--- src/sv/ibse_pkg.sv ---
// Shared constants, types and the signature table of the interleaved section extractor.
package ibse_pkg;

  localparam int INTERLEAVE_BYTES = 288;
  localparam int SEARCH_LIMIT     = 100;
  localparam int HEADER_BYTES     = 13;
  localparam int MAX_IMAGES       = 8;

  localparam int OFFSET_W = $clog2(INTERLEAVE_BYTES + 1);
  localparam int SLOT_W   = 3;
  localparam int SEL_W    = 4;
  localparam int HDR_W    = 4;
  localparam int COUNT_W  = 7;
  localparam int LEN_W    = 19;
  localparam int ACC_W    = 32;
  localparam int LBL_W    = 3;

  localparam int FIFO_DEPTH = 4;
  localparam int FIFO_AW    = $clog2(FIFO_DEPTH);

  localparam logic [HDR_W-1:0]   SIG_LEN      = HDR_W'(13);
  localparam logic [7:0]         NAME_FIRST   = 8'h61;
  localparam logic [7:0]         NAME_E       = 8'h65;
  localparam logic [ACC_W-1:0]   E_LEN_MAX    = ACC_W'(300 * 1024);
  localparam logic [ACC_W-1:0]   TEXT_LEN_MAX = ACC_W'(64);
  localparam logic [COUNT_W-1:0] COUNT_SAT    = COUNT_W'(127);

  localparam logic [0:0] REG_IMAGE_SELECT = 1'b0;
  localparam logic [0:0] REG_IMAGE_COUNT  = 1'b1;

  typedef enum logic [1:0] {
    KIND_PAYLOAD  = 2'd0,
    KIND_MISMATCH = 2'd1,
    KIND_NOTFOUND = 2'd2,
    KIND_FOUND    = 2'd3
  } kind_t;

  typedef enum logic [5:0] {
    PH_HEADER  = 6'b000001,
    PH_NAME    = 6'b000010,
    PH_LEN     = 6'b000100,
    PH_SKIP    = 6'b001000,
    PH_PAYLOAD = 6'b010000,
    PH_DONE    = 6'b100000
  } phase_t;

  typedef struct packed {
    logic full;
    logic empty;
  } fifo_status_t;

  function automatic logic [7:0] sig_byte(input logic [HDR_W-1:0] idx);
    logic [7:0] b;
    unique case (idx)
      4'd0:    b = 8'h00;
      4'd1:    b = 8'h09;
      4'd2:    b = 8'h0f;
      4'd3:    b = 8'hf0;
      4'd4:    b = 8'h0f;
      4'd5:    b = 8'hf0;
      4'd6:    b = 8'h0f;
      4'd7:    b = 8'hf0;
      4'd8:    b = 8'h0f;
      4'd9:    b = 8'hf0;
      4'd10:   b = 8'h00;
      4'd11:   b = 8'h00;
      4'd12:   b = 8'h01;
      default: b = 8'h00;
    endcase
    return b;
  endfunction

endpackage

--- src/sv/ibse_front.sv ---
// Front end: config registers, interleave tracking, selection of the chosen image's words.
module ibse_front (
  input  logic                     clk,
  input  logic                     rst,
  input  logic                     cfg_we,
  input  logic [0:0]               cfg_index,
  input  logic [3:0]               cfg_data,
  input  logic                     in_valid,
  output logic                     in_ready,
  input  logic [7:0]               stream_byte,
  input  ibse_pkg::fifo_status_t   fifo_st,
  output logic                     push,
  output logic [7:0]               push_byte
);

  logic [ibse_pkg::SEL_W-1:0]    image_select;
  logic [ibse_pkg::SEL_W-1:0]    image_count;
  logic [ibse_pkg::OFFSET_W-1:0] interleave_offset;
  logic [ibse_pkg::SLOT_W-1:0]   image_slot;
  logic [ibse_pkg::SEL_W-1:0]    count_eff;
  logic [ibse_pkg::SEL_W-1:0]    slot_inc;
  logic                          accept;
  logic                          mine;

  always_comb begin
    if (image_count == '0) begin
      count_eff = ibse_pkg::SEL_W'(1);
    end else if (image_count > ibse_pkg::SEL_W'(ibse_pkg::MAX_IMAGES)) begin
      count_eff = ibse_pkg::SEL_W'(ibse_pkg::MAX_IMAGES);
    end else begin
      count_eff = image_count;
    end
  end

  assign slot_inc  = {1'b0, image_slot} + ibse_pkg::SEL_W'(1);
  assign mine      = (image_select != '0) && (image_select <= count_eff) &&
                     (slot_inc == image_select);
  assign in_ready  = !fifo_st.full;
  assign accept    = in_valid && in_ready;
  assign push      = accept && mine;
  assign push_byte = stream_byte;

  always_ff @(posedge clk) begin
    if (rst) begin
      image_select <= ibse_pkg::SEL_W'(1);
      image_count  <= ibse_pkg::SEL_W'(1);
    end else if (cfg_we) begin
      if (cfg_index == ibse_pkg::REG_IMAGE_SELECT) begin
        image_select <= cfg_data;
      end else begin
        image_count <= cfg_data;
      end
    end
  end

  always_ff @(posedge clk) begin
    if (rst) begin
      interleave_offset <= '0;
      image_slot        <= '0;
    end else if (accept) begin
      if (interleave_offset == ibse_pkg::OFFSET_W'(ibse_pkg::INTERLEAVE_BYTES - 1)) begin
        interleave_offset <= '0;
        if (slot_inc >= count_eff) begin
          image_slot <= '0;
        end else begin
          image_slot <= slot_inc[ibse_pkg::SLOT_W-1:0];
        end
      end else begin
        interleave_offset <= interleave_offset + ibse_pkg::OFFSET_W'(1);
      end
    end
  end

endmodule

--- src/sv/ibse_fifo.sv ---
// Short word queue between front and back.
module ibse_fifo (
  input  logic                   clk,
  input  logic                   rst,
  input  logic                   push,
  input  logic [7:0]             push_byte,
  input  logic                   pop,
  output logic [7:0]             pop_byte,
  output ibse_pkg::fifo_status_t status
);

  logic [7:0]                   entries [ibse_pkg::FIFO_DEPTH];
  logic [ibse_pkg::FIFO_AW-1:0] wptr;
  logic [ibse_pkg::FIFO_AW-1:0] rptr;
  logic [ibse_pkg::FIFO_AW:0]   count;

  assign status.full  = (count == (ibse_pkg::FIFO_AW+1)'(ibse_pkg::FIFO_DEPTH));
  assign status.empty = (count == '0);
  assign pop_byte     = entries[rptr];

  always_ff @(posedge clk) begin
    if (push) begin
      entries[wptr] <= push_byte;
    end
  end

  always_ff @(posedge clk) begin
    if (rst) begin
      wptr  <= '0;
      rptr  <= '0;
      count <= '0;
    end else begin
      if (push) begin
        wptr <= wptr + ibse_pkg::FIFO_AW'(1);
      end
      if (pop) begin
        rptr <= rptr + ibse_pkg::FIFO_AW'(1);
      end
      if (push && !pop) begin
        count <= count + (ibse_pkg::FIFO_AW+1)'(1);
      end else if (pop && !push) begin
        count <= count - (ibse_pkg::FIFO_AW+1)'(1);
      end
    end
  end

endmodule

--- src/sv/ibse_back.sv ---
// Back end: header check, section walk and payload forwarding with an output register.
module ibse_back (
  input  logic                         clk,
  input  logic                         rst,
  input  ibse_pkg::fifo_status_t       fifo_st,
  input  logic [7:0]                   pop_byte,
  output logic                         pop,
  output logic                         out_valid,
  input  logic                         out_ready,
  output logic [1:0]                   kind,
  output logic [7:0]                   data,
  output logic [ibse_pkg::LEN_W-1:0]   found_length,
  output logic                         last
);

  ibse_pkg::phase_t               phase, phase_next;
  logic [ibse_pkg::HDR_W-1:0]     header_index, header_index_next;
  logic [ibse_pkg::COUNT_W-1:0]   search_count, search_count_next;
  logic [ibse_pkg::COUNT_W-1:0]   count_inc;
  logic [ibse_pkg::ACC_W-1:0]     length_accum, length_accum_next;
  logic [ibse_pkg::LBL_W-1:0]     length_bytes_left, length_bytes_left_next;
  logic                           section_is_e, section_is_e_next;
  logic [ibse_pkg::LEN_W-1:0]     bytes_remaining, bytes_remaining_next;
  logic [ibse_pkg::LEN_W-1:0]     rem_dec;
  logic [ibse_pkg::HDR_W:0]       hdr_inc;
  logic [ibse_pkg::ACC_W-1:0]     acc_shift;
  logic [ibse_pkg::LEN_W-1:0]     e_len;
  logic [ibse_pkg::LEN_W-1:0]     text_len;
  logic                           emit;
  ibse_pkg::kind_t                emit_kind;
  logic [7:0]                     emit_data;
  logic [ibse_pkg::LEN_W-1:0]     emit_len;
  logic                           emit_last;

  assign pop = !fifo_st.empty && (!out_valid || out_ready);

  assign count_inc = (search_count < ibse_pkg::COUNT_SAT) ?
                     search_count + ibse_pkg::COUNT_W'(1) : search_count;
  assign rem_dec   = (bytes_remaining != '0) ?
                     bytes_remaining - ibse_pkg::LEN_W'(1) : bytes_remaining;
  assign hdr_inc   = {1'b0, header_index} + (ibse_pkg::HDR_W+1)'(1);
  assign acc_shift = {length_accum[ibse_pkg::ACC_W-9:0], pop_byte};
  assign e_len     = (acc_shift > ibse_pkg::E_LEN_MAX) ?
                     ibse_pkg::E_LEN_MAX[ibse_pkg::LEN_W-1:0] : acc_shift[ibse_pkg::LEN_W-1:0];
  assign text_len  = (acc_shift > ibse_pkg::TEXT_LEN_MAX) ?
                     ibse_pkg::TEXT_LEN_MAX[ibse_pkg::LEN_W-1:0] :
                     acc_shift[ibse_pkg::LEN_W-1:0];

  always_comb begin
    phase_next             = phase;
    header_index_next      = header_index;
    search_count_next      = search_count;
    length_accum_next      = length_accum;
    length_bytes_left_next = length_bytes_left;
    section_is_e_next      = section_is_e;
    bytes_remaining_next   = bytes_remaining;
    emit                   = 1'b0;
    emit_kind              = ibse_pkg::KIND_PAYLOAD;
    emit_data              = '0;
    emit_len               = '0;
    emit_last              = 1'b0;
    unique case (phase)
      ibse_pkg::PH_HEADER: begin
        if (header_index < ibse_pkg::SIG_LEN &&
            pop_byte != ibse_pkg::sig_byte(header_index)) begin
          emit      = 1'b1;
          emit_kind = ibse_pkg::KIND_MISMATCH;
          emit_last = 1'b1;
        end else begin
          header_index_next = hdr_inc[ibse_pkg::HDR_W-1:0];
          if (hdr_inc >= (ibse_pkg::HDR_W+1)'(ibse_pkg::HEADER_BYTES)) begin
            phase_next        = ibse_pkg::PH_NAME;
            search_count_next = '0;
          end
        end
      end
      ibse_pkg::PH_NAME: begin
        search_count_next = count_inc;
        if (pop_byte < ibse_pkg::NAME_FIRST || pop_byte > ibse_pkg::NAME_E) begin
          emit      = 1'b1;
          emit_kind = ibse_pkg::KIND_NOTFOUND;
          emit_last = 1'b1;
        end else begin
          section_is_e_next      = (pop_byte == ibse_pkg::NAME_E);
          length_bytes_left_next = (pop_byte == ibse_pkg::NAME_E) ?
                                   ibse_pkg::LBL_W'(4) : ibse_pkg::LBL_W'(2);
          length_accum_next      = '0;
          phase_next             = ibse_pkg::PH_LEN;
        end
      end
      ibse_pkg::PH_LEN: begin
        search_count_next = count_inc;
        length_accum_next = acc_shift;
        if (length_bytes_left > ibse_pkg::LBL_W'(1)) begin
          length_bytes_left_next = length_bytes_left - ibse_pkg::LBL_W'(1);
        end else begin
          length_bytes_left_next = '0;
          if (section_is_e) begin
            emit      = 1'b1;
            emit_kind = ibse_pkg::KIND_FOUND;
            emit_len  = e_len;
            if (e_len == '0) begin
              emit_last = 1'b1;
            end else begin
              bytes_remaining_next = e_len;
              phase_next           = ibse_pkg::PH_PAYLOAD;
            end
          end else if (count_inc >= ibse_pkg::COUNT_W'(ibse_pkg::SEARCH_LIMIT)) begin
            emit      = 1'b1;
            emit_kind = ibse_pkg::KIND_NOTFOUND;
            emit_last = 1'b1;
          end else if (text_len == '0) begin
            phase_next = ibse_pkg::PH_NAME;
          end else begin
            bytes_remaining_next = text_len;
            phase_next           = ibse_pkg::PH_SKIP;
          end
        end
      end
      ibse_pkg::PH_SKIP: begin
        search_count_next    = count_inc;
        bytes_remaining_next = rem_dec;
        if (count_inc >= ibse_pkg::COUNT_W'(ibse_pkg::SEARCH_LIMIT)) begin
          emit      = 1'b1;
          emit_kind = ibse_pkg::KIND_NOTFOUND;
          emit_last = 1'b1;
        end else if (rem_dec == '0) begin
          phase_next = ibse_pkg::PH_NAME;
        end
      end
      ibse_pkg::PH_PAYLOAD: begin
        bytes_remaining_next = rem_dec;
        emit                 = 1'b1;
        emit_kind            = ibse_pkg::KIND_PAYLOAD;
        emit_data            = pop_byte;
        emit_last            = (rem_dec == '0);
      end
      ibse_pkg::PH_DONE: begin
      end
      default: begin
        phase_next = ibse_pkg::PH_DONE;
      end
    endcase
    if (emit_last) begin
      phase_next = ibse_pkg::PH_DONE;
    end
  end

  always_ff @(posedge clk) begin
    if (rst) begin
      phase             <= ibse_pkg::PH_HEADER;
      header_index      <= '0;
      search_count      <= '0;
      length_accum      <= '0;
      length_bytes_left <= '0;
      section_is_e      <= 1'b0;
      bytes_remaining   <= '0;
    end else if (pop) begin
      phase             <= phase_next;
      header_index      <= header_index_next;
      search_count      <= search_count_next;
      length_accum      <= length_accum_next;
      length_bytes_left <= length_bytes_left_next;
      section_is_e      <= section_is_e_next;
      bytes_remaining   <= bytes_remaining_next;
    end
  end

  always_ff @(posedge clk) begin
    if (rst) begin
      out_valid <= 1'b0;
    end else if (pop && emit) begin
      out_valid <= 1'b1;
    end else if (out_ready) begin
      out_valid <= 1'b0;
    end
  end

  always_ff @(posedge clk) begin
    if (pop && emit) begin
      kind         <= emit_kind;
      data         <= emit_data;
      found_length <= emit_len;
      last         <= emit_last;
    end
  end

endmodule

--- src/sv/interleaved_bitfile_section_extractor_top.sv ---
// Top level of the interleaved section extractor: front, word queue, back.
//
//   channel   direction  handshake            words
//   input     in         in_valid/in_ready    stream_byte
//   output    out        out_valid/out_ready  kind, data, found_length, last
//   config    in         cfg_we               cfg_index, cfg_data
//
// One input word per cycle while the queue is not full; each result is registered in the back end's
// output register. Rate is set by the four-word queue and the parser step in the back end.
// Synchronous reset clears config to image 1 of 1 and restarts the header check.
// Input stalls only when the queue is full; the back end stalls on out_ready.
// After a result with last set, input is taken and dropped until reset.
module interleaved_bitfile_section_extractor_top (
  input  logic                       clk,
  input  logic                       rst,
  input  logic                       cfg_we,
  input  logic [0:0]                 cfg_index,
  input  logic [3:0]                 cfg_data,
  input  logic                       in_valid,
  output logic                       in_ready,
  input  logic [7:0]                 stream_byte,
  output logic                       out_valid,
  input  logic                       out_ready,
  output logic [1:0]                 kind,
  output logic [7:0]                 data,
  output logic [ibse_pkg::LEN_W-1:0] found_length,
  output logic                       last
);

  ibse_pkg::fifo_status_t fifo_st;
  logic                   push;
  logic [7:0]             push_byte;
  logic                   pop;
  logic [7:0]             pop_byte;

  ibse_front u_front (
    .clk         (clk),
    .rst         (rst),
    .cfg_we      (cfg_we),
    .cfg_index   (cfg_index),
    .cfg_data    (cfg_data),
    .in_valid    (in_valid),
    .in_ready    (in_ready),
    .stream_byte (stream_byte),
    .fifo_st     (fifo_st),
    .push        (push),
    .push_byte   (push_byte)
  );

  ibse_fifo u_fifo (
    .clk       (clk),
    .rst       (rst),
    .push      (push),
    .push_byte (push_byte),
    .pop       (pop),
    .pop_byte  (pop_byte),
    .status    (fifo_st)
  );

  ibse_back u_back (
    .clk          (clk),
    .rst          (rst),
    .fifo_st      (fifo_st),
    .pop_byte     (pop_byte),
    .pop          (pop),
    .out_valid    (out_valid),
    .out_ready    (out_ready),
    .kind         (kind),
    .data         (data),
    .found_length (found_length),
    .last         (last)
  );

  a_no_overflow: assert property (@(posedge clk) disable iff (rst)
    !(push && fifo_st.full && !pop))
    else $error("queue overflow");

  a_no_underflow: assert property (@(posedge clk) disable iff (rst)
    !(pop && fifo_st.empty))
    else $error("queue underflow");

  a_quiet_after_last: assert property (@(posedge clk) disable iff (rst)
    out_valid && out_ready && last |=> !out_valid)
    else $error("result after final word");

  a_error_is_last: assert property (@(posedge clk) disable iff (rst)
    out_valid && (kind == ibse_pkg::KIND_MISMATCH || kind == ibse_pkg::KIND_NOTFOUND)
      |-> last && data == '0 && found_length == '0)
    else $error("error result not final");

endmodule
--- config.mk ---
export PLATFORM = sky130hd
export DESIGN_NAME = interleaved_bitfile_section_extractor_top
export DESIGN_NICKNAME = d
export VERILOG_FILES = /design/src/sv/ibse_pkg.sv /design/src/sv/ibse_front.sv /design/src/sv/ibse_fifo.sv /design/src/sv/ibse_back.sv /design/src/sv/interleaved_bitfile_section_extractor_top.sv
export SDC_FILE = /design/constraint.sdc
export NUM_CORES = 1
export LEC_CHECK = 0
export BUFFER_PORTS_ARGS = -buffer_cell sky130_fd_sc_hd__buf_2
export CELL_PAD_IN_SITES_DETAIL_PLACEMENT = 0
export CELL_PAD_IN_SITES_GLOBAL_PLACEMENT = 1
export CORE_MARGIN = 1
export CORE_UTILIZATION = 43
export DETAILED_ROUTE_END_ITERATION = 6
export GPL_TIMING_DRIVEN = 0
export PLACE_DENSITY_LB_ADDON = 0.1
export SLEW_MARGIN = 20
export SYNTH_ARGS = -nofsm -noshare
export SYNTH_HDL_FRONTEND = slang
export SYNTH_HIERARCHICAL = 1
export SYNTH_SLANG_ARGS = --single-unit
--- constraint.sdc ---
create_clock -name clk -period 3.2 [get_ports clk]
set_input_delay 0.32 -clock clk [delete_from_list [all_inputs] [get_ports clk]]
set_output_delay 0.32 -clock clk [all_outputs]
set_load 0.03 [all_outputs]
==> flow_summary.json <==
{
  "status": "finished with violations",
  "violations": "setup timing",
  "synthFlopType": "dfxtp_1",
  "final_area_mm2": 0.00995,
  "area_delta_synth_final_pct": 21.4,
  "rows": 50,
  "fin_skew_ns": 0.0113,
  "p_leak_nw": 3.74,
  "endpoint_kind": "flop",
  "final_max_slew_viol_count": 0,
  "yosys-top-cells-area": "dfxtp_1, edfxtp_1, nor2_1",
  "async_flop_share_pct": 0,
  "fillers": 1671,
  "crit_arrival_ns": 3.75,
  "seq_area_frac_synth_pct": 46.6,
  "synth_fp_nets": 869,
  "globalplace.congestion": 0.852,
  "crit_type": "flop to flop",
  "core_mm2": 0.0187,
  "antenna_found_initial": 0,
  "die_y_um": 140,
  "relSlewSlack_pct": 29.3,
  "drive_gt1_share_pct": 23.8,
  "cts_tree": "built",
  "critPathMaxFanout": 8,
  "synthCells": 823,
  "synth_edf_count": 62,
  "cts_buffers": 17,
  "rsz0062_at_grt": "true",
  "wl_um": 22400,
  "cts.sinks": 160,
  "max_cap_violations": 0,
  "power_density_mw_per_mm2": 676,
  "nets": 960,
  "critPathLaunchType": "flop",
  "path_clk_slew_ns": 0.07,
  "io_pins": 50,
  "fin_crit_sh_pct": 107,
  "dr.pass1.iters": 5,
  "holdCritPathClass": "input port to flop",
  "clk_latency_ns": 0.43,
  "fin_crit_ns": 3.43,
  "die_area_mm2": 0.0196,
  "hold_viol": 0,
  "required_ns": 3.52,
  "dp_hpwl_um": 15500,
  "drt_iter0_drc": 631,
  "grt_max_degree": 31,
  "synth_top_area_cell": "dfxtp_1",
  "routed_via_density": 5.80,
  "yosysUniqueCellTypes": 86,
  "fin_ws_ns": -0.227,
  "dpl_cell_area_mm2": 0.00874,
  "r2r_slack_ns": -0.23,
  "grt_overflow": 0,
  "drc": 0,
  "final_core_util_pct": 53.2,
  "ir_worst_vdd_uv": 500,
  "start_util_pct": 43.8,
  "io_buffer_count": 41,
  "grt_pass1_wl_um": 35900,
  "synth_top_area_share_pct": 23.9,
  "syn_area_mm2": 0.00820,
  "die_w_um": 140,
  "diodes": 0,
  "htreeDepth": 4,
  "grt.total_usage_pct": 23.6,
  "clockBufferDepth": 2,
  "drtAntennaViolNets": 0,
  "grt_pass1_vias": 6698,
  "max_freq_mhz": 292,
  "finalSetupViolCount": 42,
  "worst_pin_slew_ns": 1.05,
  "wl_per_cell_um": 19.3,
  "ys_ff_latch": 160,
  "vias": 6737,
  "syn_avg_cell_area_um2": 9.96,
  "yosys_warnings": 6,
  "cts_root_buffer": "clkbuf_16"
}
-- repair_timing --
action                     CTS  global route
setup endpoints to repair  103           103
pin swaps                   12             7
gates cloned                 4             1
buffers inserted            17            11
resized for setup           61            34
hold buffers                 0             0
-- placed cells by master (no fill, tap or decap), types with 5 or more instances in the layout --
cell,n
or4_1,8
nor4_1,10
a211oi_1,5
clkbuf_16,17
xnor2_1,13
a22oi_1,25
edfxtp_1,62
xor2_1,13
nand4_1,8
nand3_1,18
nor2_4,5
and2_1,19
nor4_4,5
o21ai_0,20
o21ai_1,5
mux2i_1,17
ha_1,27
nor3b_1,7
buf_2,46
or3_1,6
clkbuf_1,22
and3_1,11
buf_6,13
inv_1,29
or4_4,5
mux4_2,8
nor2b_1,5
nand2b_1,12
o21a_1,7
a21oi_1,33
o31ai_1,7
buf_4,30
dfxtp_1,97
nor3_1,31
and2_4,9
nor2_1,89
nand3b_1,7
nand2_1,45
a22oi_2,5
-- power by group --
part,internal [mW],leakage [nW],switching (mW),total (mW)
combinational,0.761,2.08,1.39,2.15
sequential,2.43,1.37,0.133,2.57
clock,1.05,0.287,0.957,2.01
-- flip-flops by register name (all words and copies together) (netlist names), 4 cells and up, named ones only --
| signal | flops |
|---|---|
| u_back/length_accum | 24 |
| u_front/image_select | 4 |
| u_back/phase | 6 |
| u_back/found_length | 19 |
| u_back/search_count | 7 |
| u_front/image_count | 4 |
| u_back/data | 8 |
| u_back/header_index | 4 |
| u_front/interleave_offset | 9 |
| u_back/bytes_remaining | 19 |
| u_fifo/entries | 32 |
-- logic make-up (layout without fill, tap and decap cells) --
logic type,Yosys count,count (layout),synth area share [%]
AND/OR/NAND/NOR,335,335,22.2
AO/OA/AOI/OAI,170,170,15.2
flip-flops,160,160,46.6
buffers and inverters,78,182,4.38
adder cells (fa/ha/maj),28,28,4.37
XOR/XNOR,27,27,2.88
multiplexers,25,25,4.27
-- worst max-delay path: stages (launching register included) --
cell and delay, ns:
dfxtp_2 0.34, buf_12 0.14, mux4_2 0.52, or4_4 0.55, or3_4 0.41, or4_4 0.48
nand2b_4 0.17, and4b_4 0.23, o21ai_4 0.09, a32oi_4 0.11, a32o_1 0.29
-- per-stage QoR --
step                      worst slack (ns)  TNS, ns  hold slack [ns]  instances  power [mW]
after CTS                           -0.258    -7.77           0.0691       1149        6.66
after floorplan                    -0.0428   -0.270            0.436        823        3.87
final                               -0.227    -6.17           0.0871       1161        6.73
after global placement              -0.958   -50.58            0.458       1098        4.41
after detailed placement             -1.00   -39.69            0.456       1098        4.44
after global routing                -0.335   -11.17           0.0706       1161        7.02
-- per-layer routing --
layer	track usage (%)	vias up	part of all wire (%)
li1	-	3207	-
met1	30.7	3293	45
met2	38.3	196	47
met3	5.13	41	5.7
met4	9.20	0	2.2
met5	0	-	0
-- synth_stat cells, types with 9 or more instances --
library cell / instances
nand2b_1: 15
edfxtp_1: 62
and2_1: 26
inv_1: 31
clkbuf_1: 27
nor2_1: 97
dfxtp_1: 98
nor4_1: 13
buf_4: 9
nor3_1: 32
or4_1: 10
mux2i_1: 17
and3_1: 11
nand3_1: 18
xor2_1: 13
ha_1: 27
o21ai_0: 23
xnor2_1: 14
nand2_1: 47
a22oi_1: 30
a21oi_1: 34
-- cell type report --
class | count | area (µm²) | share of cell area, %
buffer | 45 | 280 | 2.82
clock buffer | 17 | 425 | 4.28
clock inverter | 15 | 170 | 1.71
inverter | 31 | 143 | 1.43
multi-input combinational | 585 | 4320 | 43.4
sequential | 160 | 3820 | 38.4
tap | 234 | 293 | 2.94
timing repair buffer | 73 | 484 | 4.87
timing repair inverter | 1 | 8.76 | 0.0880
-- worst paths after layout --
path | end | depth (start not counted) | startpoint
setup reg to reg | u_back/phase[3] | 10 | flop
setup / recovery | u_back/phase[3] | 10 | flop
hold reg to reg | u_front/image_count[0] | 1 | u_front/image_count[0]
hold / removal | u_fifo/entries[0][7] | 1 | stream_byte[7]
Power figures use the tool's default switching activity.
